[src/rtl/core/ubxfp_pkg.sv]
// Shared types, constants and codes for the UBX frame parser.
// No dependencies; every other file of the block imports this package.
`timescale 1ns / 1ps

package ubxfp_pkg;

	localparam logic [7:0]  SYNC_FIRST      = 8'hB5;
	localparam logic [7:0]  SYNC_SECOND     = 8'h62;
	localparam logic [63:0] CLASS_MASK_RST  = 64'd1657857977974;
	localparam int          QUEUE_DEPTH_DEF = 2;

	// Parser phase codes
	localparam logic [3:0] PH_HUNT    = 4'd0;
	localparam logic [3:0] PH_SYNC2   = 4'd1;
	localparam logic [3:0] PH_CLASS   = 4'd2;
	localparam logic [3:0] PH_ID      = 4'd3;
	localparam logic [3:0] PH_LEN_LO  = 4'd4;
	localparam logic [3:0] PH_LEN_HI  = 4'd5;
	localparam logic [3:0] PH_PAYLOAD = 4'd6;
	localparam logic [3:0] PH_CK_A    = 4'd7;
	localparam logic [3:0] PH_CK_B    = 4'd8;

	// Event codes carried on the output tuser
	localparam logic [2:0] EV_FRAMING  = 3'd0;
	localparam logic [2:0] EV_PAYLOAD  = 3'd1;
	localparam logic [2:0] EV_GOOD     = 3'd2;
	localparam logic [2:0] EV_BADSUM   = 3'd3;
	localparam logic [2:0] EV_BADCLASS = 3'd4;
	localparam logic [2:0] EV_GARBAGE  = 3'd5;

	// Received byte with its classification flags
	typedef struct packed {
		logic [7:0] data;
		logic       sync1;
		logic       sync2;
		logic       class_ok;
	} class_word_t;

endpackage

[src/rtl/core/ubx_frame_parser_top.sv]
// Top level of the UBX frame parser: front classifier, word queue, back state machine.
// Depends on ubxfp_pkg, ubxfp_front, ubxfp_queue and ubxfp_back.
//
//  channel  | dir | signals                         | contents
//  ---------+-----+---------------------------------+--------------------------------------
//  s_       | in  | s_tvalid s_tready s_tdata[7:0]  | rx_byte
//  m_       | out | m_tvalid m_tready m_tdata[55:0] | payload_byte, payload_index,
//           |     | m_tuser[2:0]                    | msg_class, msg_id, msg_length; event
//  cfg_     | in  | cfg_we cfg_wdata[63:0]          | valid_class_mask
//
// One byte per cycle sustained while m_tready keeps up; each byte's result word passes through
// the front register, a queue entry and the output register before m_tvalid. The back state machine
// settles a byte per cycle while the output register is free or being taken.
// arst_n clears control state and reloads the class mask; no clearing pass is needed.
// A stalled m_tready fills the output register, then the queue, then the front register,
// and only then drops s_tready.
`timescale 1ns / 1ps

module ubx_frame_parser_top #(
	parameter int QUEUE_DEPTH = ubxfp_pkg::QUEUE_DEPTH_DEF
) (
	input  logic        clk,
	input  logic        arst_n,
	input  logic        s_tvalid,
	output logic        s_tready,
	input  logic [7:0]  s_tdata,   // [7:0] rx_byte
	output logic        m_tvalid,
	input  logic        m_tready,
	output logic [55:0] m_tdata,   // [7:0] payload_byte, [23:8] payload_index,
	                               // [31:24] msg_class, [39:32] msg_id, [55:40] msg_length
	output logic [2:0]  m_tuser,   // [2:0] event_res
	input  logic        cfg_we,
	input  logic [63:0] cfg_wdata
);
	import ubxfp_pkg::*;

	logic        front_valid;
	logic        q_full;
	logic        q_push;
	logic        q_pop;
	logic        q_not_empty;
	class_word_t front_word;
	class_word_t head_word;

	assign q_push = front_valid && !q_full;

	ubxfp_front u_front (
		.clk        (clk),
		.arst_n     (arst_n),
		.cfg_we     (cfg_we),
		.cfg_wdata  (cfg_wdata),
		.in_valid   (s_tvalid),
		.in_ready   (s_tready),
		.in_data    (s_tdata),
		.word_valid (front_valid),
		.word_ready (!q_full),
		.word       (front_word)
	);

	ubxfp_queue #(
		.DEPTH (QUEUE_DEPTH)
	) u_queue (
		.clk       (clk),
		.arst_n    (arst_n),
		.push      (q_push),
		.push_word (front_word),
		.full      (q_full),
		.pop       (q_pop),
		.not_empty (q_not_empty),
		.head_word (head_word)
	);

	ubxfp_back u_back (
		.clk        (clk),
		.arst_n     (arst_n),
		.word_valid (q_not_empty),
		.word_pop   (q_pop),
		.word       (head_word),
		.out_valid  (m_tvalid),
		.out_ready  (m_tready),
		.out_event  (m_tuser),
		.out_data   (m_tdata)
	);

	// A payload word always lies inside the declared length
	a_payload_in_range: assert property (@(posedge clk) disable iff (!arst_n)
		(m_tvalid && m_tuser == EV_PAYLOAD) |-> (m_tdata[23:8] < m_tdata[55:40]))
		else $error("payload index not below message length");

	// Backpressure reaches the input only once the queue and front register are full
	a_ready_backpressure: assert property (@(posedge clk) disable iff (!arst_n)
		(front_valid && q_full) |-> !s_tready)
		else $error("input ready while front stage is blocked");

	// The back stage pops only a word that is present
	a_pop_nonempty: assert property (@(posedge clk) disable iff (!arst_n)
		q_pop |-> q_not_empty)
		else $error("pop from empty queue");

	// A full queue with a blocked output stays full
	a_full_holds: assert property (@(posedge clk) disable iff (!arst_n)
		(q_full && m_tvalid && !m_tready) |=> q_full)
		else $error("queue drained while output stalled");

endmodule

[src/rtl/core/ubxfp_front.sv]
// Front stage: accepts received bytes, tags sync and class flags, holds the class mask.
// Depends on ubxfp_pkg.
`timescale 1ns / 1ps

module ubxfp_front (
	input  logic                   clk,
	input  logic                   arst_n,
	input  logic                   cfg_we,
	input  logic [63:0]            cfg_wdata,
	input  logic                   in_valid,
	output logic                   in_ready,
	input  logic [7:0]             in_data,
	output logic                   word_valid,
	input  logic                   word_ready,
	output ubxfp_pkg::class_word_t word
);
	import ubxfp_pkg::*;

	logic [63:0] class_mask_q;
	logic        valid_s1;
	class_word_t word_s1;
	class_word_t word_c;

	// Hold the accepted class mask
	always_ff @(posedge clk or negedge arst_n) begin
		if (!arst_n) begin
			class_mask_q <= CLASS_MASK_RST;
		end else if (cfg_we) begin
			class_mask_q <= cfg_wdata;
		end
	end

	// Classify the incoming byte
	always_comb begin
		word_c.data     = in_data;
		word_c.sync1    = (in_data == SYNC_FIRST);
		word_c.sync2    = (in_data == SYNC_SECOND);
		word_c.class_ok = (in_data[7:6] == 2'b00) && class_mask_q[in_data[5:0]];
	end

	assign in_ready = !valid_s1 || word_ready;

	// Advance the stage register
	always_ff @(posedge clk or negedge arst_n) begin
		if (!arst_n) begin
			valid_s1 <= 1'b0;
		end else if (in_ready) begin
			valid_s1 <= in_valid;
		end
	end

	always_ff @(posedge clk) begin
		if (in_ready && in_valid) begin
			word_s1 <= word_c;
		end
	end

	assign word_valid = valid_s1;
	assign word       = word_s1;

endmodule

[src/rtl/core/ubxfp_queue.sv]
// Short word queue between the front and back stages.
// Depends on ubxfp_pkg.
`timescale 1ns / 1ps

module ubxfp_queue #(
	parameter int DEPTH = ubxfp_pkg::QUEUE_DEPTH_DEF
) (
	input  logic                   clk,
	input  logic                   arst_n,
	input  logic                   push,
	input  ubxfp_pkg::class_word_t push_word,
	output logic                   full,
	input  logic                   pop,
	output logic                   not_empty,
	output ubxfp_pkg::class_word_t head_word
);
	import ubxfp_pkg::*;

	localparam int PTR_W = (DEPTH > 1) ? $clog2(DEPTH) : 1;
	localparam int CNT_W = $clog2(DEPTH + 1);
	localparam logic [PTR_W-1:0] PTR_LAST = PTR_W'(DEPTH - 1);
	localparam logic [CNT_W-1:0] CNT_FULL = CNT_W'(DEPTH);

	class_word_t            entry_q [DEPTH];
	logic [PTR_W-1:0]       wr_ptr_q;
	logic [PTR_W-1:0]       rd_ptr_q;
	logic [CNT_W-1:0]       count_q;

	assign full      = (count_q == CNT_FULL);
	assign not_empty = (count_q != '0);
	assign head_word = entry_q[rd_ptr_q];

	// Advance pointers and count
	always_ff @(posedge clk or negedge arst_n) begin
		if (!arst_n) begin
			wr_ptr_q <= '0;
			rd_ptr_q <= '0;
			count_q  <= '0;
		end else begin
			if (push) begin
				wr_ptr_q <= (wr_ptr_q == PTR_LAST) ? '0 : wr_ptr_q + 1'b1;
			end
			if (pop) begin
				rd_ptr_q <= (rd_ptr_q == PTR_LAST) ? '0 : rd_ptr_q + 1'b1;
			end
			if (push && !pop) begin
				count_q <= count_q + 1'b1;
			end else if (pop && !push) begin
				count_q <= count_q - 1'b1;
			end
		end
	end

	// Store the pushed word
	always_ff @(posedge clk) begin
		if (push) begin
			entry_q[wr_ptr_q] <= push_word;
		end
	end

endmodule

[src/rtl/core/ubxfp_back.sv]
// Back stage: frame state machine, Fletcher-8 sum and output register.
// Depends on ubxfp_pkg.
`timescale 1ns / 1ps

module ubxfp_back (
	input  logic                   clk,
	input  logic                   arst_n,
	input  logic                   word_valid,
	output logic                   word_pop,
	input  ubxfp_pkg::class_word_t word,
	output logic                   out_valid,
	input  logic                   out_ready,
	output logic [2:0]             out_event,
	output logic [55:0]            out_data
);
	import ubxfp_pkg::*;

	logic [3:0]  phase_q, phase_d;
	logic [7:0]  sum_a_q, sum_a_d;
	logic [7:0]  sum_b_q, sum_b_d;
	logic [7:0]  class_q, class_d;
	logic [7:0]  id_q, id_d;
	logic [15:0] len_q, len_d;
	logic [15:0] cnt_q, cnt_d;
	logic [7:0]  ck_a_q, ck_a_d;
	logic [2:0]  ev_d;
	logic [7:0]  pbyte_d;
	logic [15:0] pindex_d;
	logic [7:0]  add_a;
	logic [15:0] cnt_inc;
	logic [3:0]  resync;
	logic        out_valid_q;
	logic [2:0]  out_event_q;
	logic [55:0] out_data_q;

	assign word_pop = word_valid && (!out_valid_q || out_ready);
	assign add_a    = sum_a_q + word.data;
	assign cnt_inc  = cnt_q + 16'd1;
	assign resync   = word.sync1 ? PH_SYNC2 : PH_HUNT;

	// Work out the next state and the event for the head word
	always_comb begin
		phase_d  = phase_q;
		sum_a_d  = sum_a_q;
		sum_b_d  = sum_b_q;
		class_d  = class_q;
		id_d     = id_q;
		len_d    = len_q;
		cnt_d    = cnt_q;
		ck_a_d   = ck_a_q;
		ev_d     = EV_FRAMING;
		pbyte_d  = 8'd0;
		pindex_d = 16'd0;
		case (phase_q)
			PH_SYNC2: begin
				if (word.sync2) begin
					phase_d = PH_CLASS;
				end else begin
					ev_d    = EV_GARBAGE;
					phase_d = resync;
				end
			end
			PH_CLASS: begin
				class_d = word.data;
				id_d    = 8'd0;
				len_d   = 16'd0;
				if (word.class_ok) begin
					sum_a_d = word.data;
					sum_b_d = word.data;
					phase_d = PH_ID;
				end else begin
					ev_d    = EV_BADCLASS;
					phase_d = resync;
				end
			end
			PH_ID: begin
				id_d    = word.data;
				sum_a_d = add_a;
				sum_b_d = sum_b_q + add_a;
				phase_d = PH_LEN_LO;
			end
			PH_LEN_LO: begin
				len_d   = {8'd0, word.data};
				sum_a_d = add_a;
				sum_b_d = sum_b_q + add_a;
				phase_d = PH_LEN_HI;
			end
			PH_LEN_HI: begin
				len_d   = {word.data, len_q[7:0]};
				sum_a_d = add_a;
				sum_b_d = sum_b_q + add_a;
				cnt_d   = 16'd0;
				phase_d = ({word.data, len_q[7:0]} == 16'd0) ? PH_CK_A : PH_PAYLOAD;
			end
			PH_PAYLOAD: begin
				ev_d     = EV_PAYLOAD;
				pbyte_d  = word.data;
				pindex_d = cnt_q;
				sum_a_d  = add_a;
				sum_b_d  = sum_b_q + add_a;
				cnt_d    = cnt_inc;
				if (cnt_inc == len_q) begin
					phase_d = PH_CK_A;
				end
			end
			PH_CK_A: begin
				ck_a_d  = word.data;
				phase_d = PH_CK_B;
			end
			PH_CK_B: begin
				if (ck_a_q == sum_a_q && word.data == sum_b_q) begin
					ev_d    = EV_GOOD;
					phase_d = PH_HUNT;
				end else begin
					ev_d = EV_BADSUM;
					if (ck_a_q == SYNC_FIRST && word.sync2) begin
						phase_d = PH_CLASS;
					end else begin
						phase_d = resync;
					end
				end
			end
			default: begin
				if (word.sync1) begin
					phase_d = PH_SYNC2;
				end else begin
					ev_d    = EV_GARBAGE;
					phase_d = PH_HUNT;
				end
			end
		endcase
	end

	// Update parser state on each popped word
	always_ff @(posedge clk or negedge arst_n) begin
		if (!arst_n) begin
			phase_q <= PH_HUNT;
			sum_a_q <= '0;
			sum_b_q <= '0;
			class_q <= '0;
			id_q    <= '0;
			len_q   <= '0;
			cnt_q   <= '0;
			ck_a_q  <= '0;
		end else if (word_pop) begin
			phase_q <= phase_d;
			sum_a_q <= sum_a_d;
			sum_b_q <= sum_b_d;
			class_q <= class_d;
			id_q    <= id_d;
			len_q   <= len_d;
			cnt_q   <= cnt_d;
			ck_a_q  <= ck_a_d;
		end
	end

	// Hold the result until the sink takes it
	always_ff @(posedge clk or negedge arst_n) begin
		if (!arst_n) begin
			out_valid_q <= 1'b0;
		end else if (word_pop) begin
			out_valid_q <= 1'b1;
		end else if (out_ready) begin
			out_valid_q <= 1'b0;
		end
	end

	always_ff @(posedge clk) begin
		if (word_pop) begin
			out_event_q <= ev_d;
			out_data_q  <= {len_d, id_d, class_d, pindex_d, pbyte_d};
		end
	end

	assign out_valid = out_valid_q;
	assign out_event = out_event_q;
	assign out_data  = out_data_q;

endmodule

[config.mk]
export PLATFORM = sky130hd
export DESIGN_NAME = ubx_frame_parser_top
export DESIGN_NICKNAME = d
export VERILOG_FILES = /design/src/rtl/core/ubxfp_pkg.sv /design/src/rtl/core/ubx_frame_parser_top.sv /design/src/rtl/core/ubxfp_front.sv /design/src/rtl/core/ubxfp_queue.sv /design/src/rtl/core/ubxfp_back.sv
export SDC_FILE = /design/constraint.sdc
export NUM_CORES = 1
export LEC_CHECK = 0
export ABC_AREA = 1
export BUFFER_PORTS_ARGS = -buffer_cell sky130_fd_sc_hd__buf_2
export CAP_MARGIN = 25
export CORE_MARGIN = 2
export CORE_UTILIZATION = 50
export CTS_BUF_LIST = sky130_fd_sc_hd__clkbuf_4
export DETAILED_ROUTE_END_ITERATION = 12
export GPL_ROUTABILITY_DRIVEN = 0
export PLACE_DENSITY = 0.7
export SYNTH_ARGS = -nofsm -noshare
export SYNTH_HDL_FRONTEND = slang
export SYNTH_SLANG_ARGS = --single-unit
export TNS_END_PERCENT = 20
[constraint.sdc]
create_clock -name clk -period 6.2 [get_ports clk]
set_input_delay 1.24 -clock clk [delete_from_list [all_inputs] [get_ports clk]]
set_output_delay 1.24 -clock clk [all_outputs]
set_load 0.02 [all_outputs]
==> results of run 1 <==
-- logic make-up after synthesis --
family          Yosys count  synth area share
compound gates          240             0.118
simple gates            479             0.182
fa+ha+maj                19            0.0221
mux                      34            0.0335
xor+xnor                 21            0.0173
buf+inv                 186            0.0653
flops                   238             0.562
-- worst register-to-register path: cells and delay by family (launching register included) --
family	cells	cell delay, ns
buffers and inverters	1	0.22
flip-flops	1	0.67
AO/OA/AOI/OAI	5	1.05
AND/OR/NAND/NOR	4	0.35
adder cells (fa/ha/maj)	3	1.21
-- cell usage in the layout, fill, tap and decap left out, drive strengths merged, types with 3 or more instances in the layout --
cell,netlist,final
nand2,276,276
inv,146,148
buf,14,145
o21ai,140,140
dfrtp,132,132
clkbuf,24,94
nor2,93,93
edfxtp,92,92
nand3,77,77
a21oi,48,48
mux2,34,34
o22ai,33,33
clkinv,2,21
nand4,17,17
ha,17,17
dfstp,14,14
xnor2,12,12
a31oi,9,9
xor2,8,8
nor3,5,5
or2,4,4
a22oi,4,4
nor4,3,3
-- power groups by stage --
| stage | combinational (mW) | clock, mW | sequential (mW) |
|---|---|---|---|
| final | 2.95 | 1.37 | 2.50 |
| after global placement | 2.86 | 0 | 2.52 |
| after CTS | 2.94 | 1.41 | 2.50 |
| after detailed placement | 2.92 | 0 | 2.52 |
| after floorplan | 1.96 | 0 | 2.70 |
| after global routing | 3.31 | 1.49 | 2.56 |
-- metrics by stage --
stage                     instance area [sq um]   util  cells
after detailed placement                  12400  0.548   1609
final                                     13200  0.584   1726
after global placement                    12400  0.548   1609
after CTS                                 13200  0.584   1725
after floorplan                           11400      -   1217
after global routing                      13200  0.584   1726
-- flip-flops by register name (all words and copies together) (netlist names) --
signal / flops
u_front.class_mask_q: 64
u_queue.entry_q: 22
u_back.id_q: 8
u_back.cnt_q: 16
u_back.len_q: 16
u_back.out_data: 56
u_back.class_q: 8
u_front.word: 11
u_back.out_event: 3
u_queue.rd_ptr_q: 1
u_back.sum_a_q: 8
u_back.ck_a_q: 8
u_queue.wr_ptr_q: 1
u_queue.count_q: 2
u_back.out_valid: 1
u_front.word_valid: 1
u_back.phase_q: 4
u_back.sum_b_q: 8
-- routing by layer --
metal  track usage  vias to the layer above  routed length (microns)
met2         0.349                      357                    12100
li1              -                     4467                        -
met3        0.0616                       45                     2250
met1         0.314                     4208                    12000
met4        0.0760                        2                      488
met5             0                        -                       13
-- cell usage after synthesis (all sizes together) (12+ instances only) --
master,count,area (sq um)
xnor2,12,105
dfrtp,132,3300
o22ai,33,206
dfstp,14,368
buf,14,93.8
nor2,93,407
mux2,34,383
nand2,276,1060
nand3,77,385
nand4,17,106
inv,146,551
a21oi,48,285
o21ai,140,723
clkbuf,24,90.1
edfxtp,92,2760
ha,17,213
-- layout make-up --
class | instances | share of cell area
antenna | 1 | 0.000190
clock buffer | 94 | 0.0535
clock inverter | 22 | 0.00882
inverter | 148 | 0.0427
multi-input combinational | 793 | 0.323
sequential | 238 | 0.488
tap | 285 | 0.0270
timing repair buffer | 145 | 0.0570
-- worst paths after layout --
kind	start	cells past startpoint	slack (ns)	end
setup / recovery	u_queue.rd_ptr_q$_DFFE_PN0P_	13	2.62	u_back.sum_b_q[6]$_DFFE_PN0P_
hold / removal	arst_n	1	0.41	u_front.class_mask_q[0]$_DFFE_PN0P_
setup reg to reg	u_queue.rd_ptr_q$_DFFE_PN0P_	13	2.62	u_back.sum_b_q[6]$_DFFE_PN0P_
hold reg to reg	u_front.word[5]$_DFFE_PP_	0	0.44	u_queue.entry_q[0][5]$_DFFE_PP_
max in group asynchronous	arst_n	2	4.64	u_queue.wr_ptr_q$_DFFE_PN0P_
min in group clk	u_front.word[5]$_DFFE_PP_	0	0.44	u_queue.entry_q[0][5]$_DFFE_PP_
==> flow_metrics.env, run 1 <==
export IMPL_status="finished clean"
export IMPL_drt_drc_violations_left=0
export IMPL_max_stage_delay_ns=0.67
export IMPL_seqPwrFrac=0.366
export IMPL_antenna_found_initial=2
export IMPL_tritoncts="yes"
export IMPL_seqCellArea_sq_um=6430
export IMPL_crit_arrival_ns=4.16
export IMPL_routed_via_density=5.26
export IMPL_synth_seq_area_share=0.562
export IMPL_async_flop_share=0.613
export IMPL_drv_slew=0
export IMPL_fin_crit_ns=3.58
export IMPL_hold_viol_final=0
export IMPL_rsz0062_at_grt="false"
export IMPL_netlist_area_sq_um=11400
export IMPL_pwr_share_comb=0.432
export IMPL_worst_slew_pin_slew_ns=0.929
export IMPL_power_switching_mw=2.87
export IMPL_cts_root_buf="clkbuf_4"
export IMPL_nNetsFinal=1483
export IMPL_start_util=0.507
export IMPL_vias=9079
export IMPL_post_drt_wl_per_cell_microns=15.6
export IMPL_setup_slack_ns=2.62
export IMPL_crit_family="adder cells"
export IMPL_drive_gt1_frac=0.242
export IMPL_tns_ns=0
export IMPL_fp_dieH_microns=155
export IMPL_fmax_mhz=279
export IMPL_dieArea_sq_um=24100
export IMPL_post_synth_cell_area_avg_sq_um=9.40
export IMPL_slowest_stage="dfrtp_1"
export IMPL_cp_max_fo=17
export IMPL_cp_start_kind="flip-flop"
export IMPL_grtUsageTotal=0.226
export IMPL_internal_power_mw=3.95
export IMPL_grt_first_pass_wirelength_microns=43500
export IMPL_post_layout_total_power_mw=6.82
export IMPL_worstSkewPairLatency_ns=0.71
export IMPL_slew_headroom=0.376
export IMPL_path_class="reg -> reg"
export IMPL_dp_final_hpwl_microns=19000
export IMPL_grt_pass1_vias=8760
export IMPL_htreeDepth=2
export IMPL_yosys_cell_types_count=50
export IMPL_drt_iter0_drc=618
export IMPL_synthFlopType="dfrtp_1"
export IMPL_synthesis_nets=1313
export IMPL_crit_path_end_kind="flip-flop"
export IMPL_grt_max_degree=95
export IMPL_place_ws_ns=2.52
export IMPL_drt_first_pass_iters=6
export IMPL_n_fill_cell=1997
export IMPL_routed_wl_microns=26900
export IMPL_ant_nets=0
export IMPL_io_buffers=137
export IMPL_finalClockSkew_ns=0.0562
export IMPL_clkSinkCount=238
export IMPL_cts_resized=0
export IMPL_cts_buffers=61
export IMPL_cp_num_buf_inv=1
export IMPL_path_clk_slew_ns=0.06
export IMPL_synthCells=1217
export IMPL_postCtsSetupRepairBufs=0
export IMPL_swShare=0.421
export IMPL_core_sq_um=22600
export IMPL_synth_seq_cells=238
export IMPL_fin_crit_sh=0.577
export IMPL_irDropWorstVdd_uv=197
export IMPL_grt_overflow=0
export IMPL_clk_path_buf_depth=3
export IMPL_rows=55
export IMPL_hold_path_class="in -> async"
export IMPL_synth_warnings=0
export IMPL_die_x_microns=155
export IMPL_hold_buffers=0
export IMPL_p_leak_nw=6.00
export IMPL_multi_input_area_sq_um=4260
export IMPL_timing_hold_ws_ns=0.412
export IMPL_drv_cap=0
export IMPL_area_growth_pct=15.3
export IMPL_worstPathCellList="inv_2 -> o21ai_1 -> ha_1 -> fa_1 -> fa_1 -> nand2_1 -> a21boi_0 -> o21ai_0 -> nand2_1 -> a21oi_1 -> or2_2 -> nand3_1 -> a22oi_1"
export IMPL_p_clk_frac=0.202
export IMPL_setup_viol=0
export IMPL_p_per_area_nw_per_um2=517
export IMPL_synth_edf_count=92
export IMPL_required_ns=6.78
export IMPL_io_pins=138
Power figures use the tool's default switching activity.
==> run 2: changes to the inputs <==
- PLACE_DENSITY: 0.7 -> 0.73
- clock period: 6.2 -> 3.1 ns (I/O delays scaled with it)
==> run 2 against run 1 <==
Non-clock buffer count is 18 higher. Largest power group unchanged. Critical endpoint is now u_back.sum_b_q[7]$_DFFE_PN0P_. Worst setup slack worse by 2.5 ns. Clock-buffer cell count is 3 lower. Combinational power is 110% higher. Die area stayed put. First-iteration DRC count is 6.6% higher. Register-to-register slack worse by 2.5 ns. Via count is 1.9% higher. Critical path depth is 4 higher. Sequential power is 100% higher. Largest cell class unchanged. Wire length is 0.99% higher. Core utilization is 0.78 points higher.
==> flow_metrics.env, run 2 (synthesis results as in run 1) <==
export IMPL_status="finished clean"
export IMPL_multi_input_area_sq_um=4300
export IMPL_cts_root_buf="clkbuf_4"
export IMPL_drv_slew=0
export IMPL_nNetsFinal=1499
export IMPL_drt_first_pass_iters=5
export IMPL_p_clk_frac=0.194
export IMPL_fin_crit_ns=2.94
export IMPL_worst_slew_pin_slew_ns=0.952
export IMPL_grt_overflow=0
export IMPL_path_clk_slew_ns=0.07
export IMPL_pwr_share_comb=0.447
export IMPL_grt_first_pass_wirelength_microns=43700
export IMPL_vias=9255
export IMPL_placed_area_sq_um=12500
export IMPL_drt_drc_violations_left=0
export IMPL_tritoncts="yes"
export IMPL_grt_max_degree=98
export IMPL_crit_path_end_kind="flip-flop"
export IMPL_n_fill_cell=1945
export IMPL_rows=55
export IMPL_slew_headroom=0.363
export IMPL_finish_utilization=0.592
export IMPL_place_ws_ns=0.0583
export IMPL_drt_iter0_drc=659
export IMPL_fmax_mhz=340
export IMPL_post_layout_total_power_mw=13.9
export IMPL_p_per_area_nw_per_um2=1040
export IMPL_tns_ns=0
export IMPL_antenna_found_initial=3
export IMPL_io_pins=138
export IMPL_cp_max_fo=7
export IMPL_layout_common_cells="nand2_1, inv_1, buf_2, dfrtp_1, o21ai_0"
export IMPL_clkSinkCount=238
export IMPL_slowest_stage="dfrtp_2"
export IMPL_clk_path_buf_depth=3
export IMPL_seqCellArea_sq_um=6430
export IMPL_max_stage_delay_ns=0.45
export IMPL_setup_viol=0
export IMPL_core_sq_um=22600
export IMPL_cp_start_kind="flip-flop"
export IMPL_power_switching_mw=5.86
export IMPL_path_class="reg -> reg"
export IMPL_crit_arrival_ns=3.53
export IMPL_grt_pass1_vias=8904
export IMPL_die_x_microns=155
export IMPL_start_util=0.507
export IMPL_postCtsSetupRepairBufs=0
export IMPL_largest_register_ffs=64
export IMPL_cts_buffers=59
export IMPL_hold_viol_final=0
export IMPL_hold_path_class="in -> reg"
export IMPL_drv_cap=0
export IMPL_area_growth_pct=16.8
export IMPL_fp_dieH_microns=155
export IMPL_grtUsageTotal=0.226
export IMPL_irDropWorstVdd_uv=423
export IMPL_worstPathCellList="inv_4 -> nand2_1 -> o21ai_1 -> ha_2 -> fa_2 -> a31oi_2 -> or2_2 -> nand2_1 -> nand2_1 -> nand2_1 -> xor2_2 -> ha_1 -> a21oi_1 -> o21ai_1 -> nand3_1 -> nand3_1 -> a21oi_1"
export IMPL_top_register="u_front.class_mask_q"
export IMPL_dieArea_sq_um=24100
export IMPL_dp_final_hpwl_microns=19500
export IMPL_swShare=0.421
export IMPL_seqPwrFrac=0.359
export IMPL_io_buffers=137
export IMPL_p_leak_nw=6.08
export IMPL_finalClockSkew_ns=0.0686
export IMPL_required_ns=3.69
export IMPL_ant_nets=0
export IMPL_routed_via_density=5.33
export IMPL_path_common_cell="nand2_1"
export IMPL_fin_crit_sh=0.950
export IMPL_drive_gt1_frac=0.255
export IMPL_worstSkewPairLatency_ns=0.72
export IMPL_setup_slack_ns=0.155
export IMPL_htreeDepth=2
export IMPL_internal_power_mw=8.05
export IMPL_routed_wl_microns=27200
export IMPL_mostFrequentLayoutCell="nand2_1"
export IMPL_stdcell_area_sq_um=13400
export IMPL_post_drt_wl_per_cell_microns=15.6
[run 2: cell types whose count changed in the layout (fill, tap and decap cells not counted), sizes merged]
cell	change
buf	+17
clkinvlp	+1
inv	-1
clkinv	-3
clkbuf	-3
dlygate4sd3	+1
[run 2: worst max-delay path, delay by kind of cell, from the launching register on]
family | cells | cell delay, ns
compound gates | 5 | 0.63
xor+xnor | 1 | 0.19
fa+ha+maj | 3 | 0.77
buf+inv | 1 | 0.10
flops | 1 | 0.45
simple gates | 7 | 0.71
[run 2: power by group through the flow]
stage / combinational [mW] / sequential (mW) / clock (mW)
4_1_cts: 6.06 / 4.98 / 2.76
3_3_place_gp: 5.85 / 5.01 / 0
3_5_place_dp: 6.03 / 5.03 / 0
5_1_grt: 6.95 / 5.09 / 2.93
2_1_floorplan: 3.91 / 5.38 / 0
6_report: 6.22 / 4.99 / 2.70
[run 2: worst paths after layout]
path | startpoint | to | slack (ns) | cells after the start
max | u_queue.rd_ptr_q$_DFFE_PN0P_ | u_back.sum_b_q[7]$_DFFE_PN0P_ | 0.16 | 17
min | cfg_wdata[34] | u_front.class_mask_q[34]$_DFFE_PN0P_ | 0.15 | 3
max reg2reg | u_queue.rd_ptr_q$_DFFE_PN0P_ | u_back.sum_b_q[7]$_DFFE_PN0P_ | 0.16 | 17
min reg2reg | u_front.word[9]$_DFFE_PP_ | u_queue.entry_q[1][9]$_DFFE_PP_ | 0.45 | 0
max in group asynchronous | arst_n | u_back.id_q[5]$_DFFE_PN0P_ | 1.76 | 3
min in group asynchronous | arst_n | u_front.class_mask_q[34]$_DFFE_PN0P_ | 0.48 | 2
[run 2: area by class of cell]
cell class / instances / area share
diodes: 1 / 0.000187
inverters: 148 / 0.0423
flip-flops and latches: 238 / 0.481
multi-input cells: 793 / 0.322
repair buffers: 163 / 0.0684
clock inverters: 19 / 0.00824
clock buffers: 91 / 0.0511
well taps: 285 / 0.0267
[run 2: stage by stage]
stage	hold slack, ns	cells
after floorplan	0.324	1217
after global placement	0.425	1626
after detailed placement	0.431	1626
after CTS	0.0901	1737
after global routing	0.103	1738
final	0.147	1738
[run 2: repair_timing]
| item | 4_1_cts | 5_1_grt |
|---|---|---|
| hold buffers | 1 | 0 |
| endpoints found under the setup margin | 0 | 3 |
| resized for setup | 0 | 11 |
| hold endpoints to repair | 47 | 0 |
[run 2: per-layer routing]
metal / track usage / vias up / share of wire
met3: 0.0624 / 53 / 0.087
met1: 0.310 / 4336 / 0.43
met5: 0 / - / 0.00055
met2: 0.349 / 372 / 0.45
li1: - / 4492 / -
met4: 0.0808 / 2 / 0.023
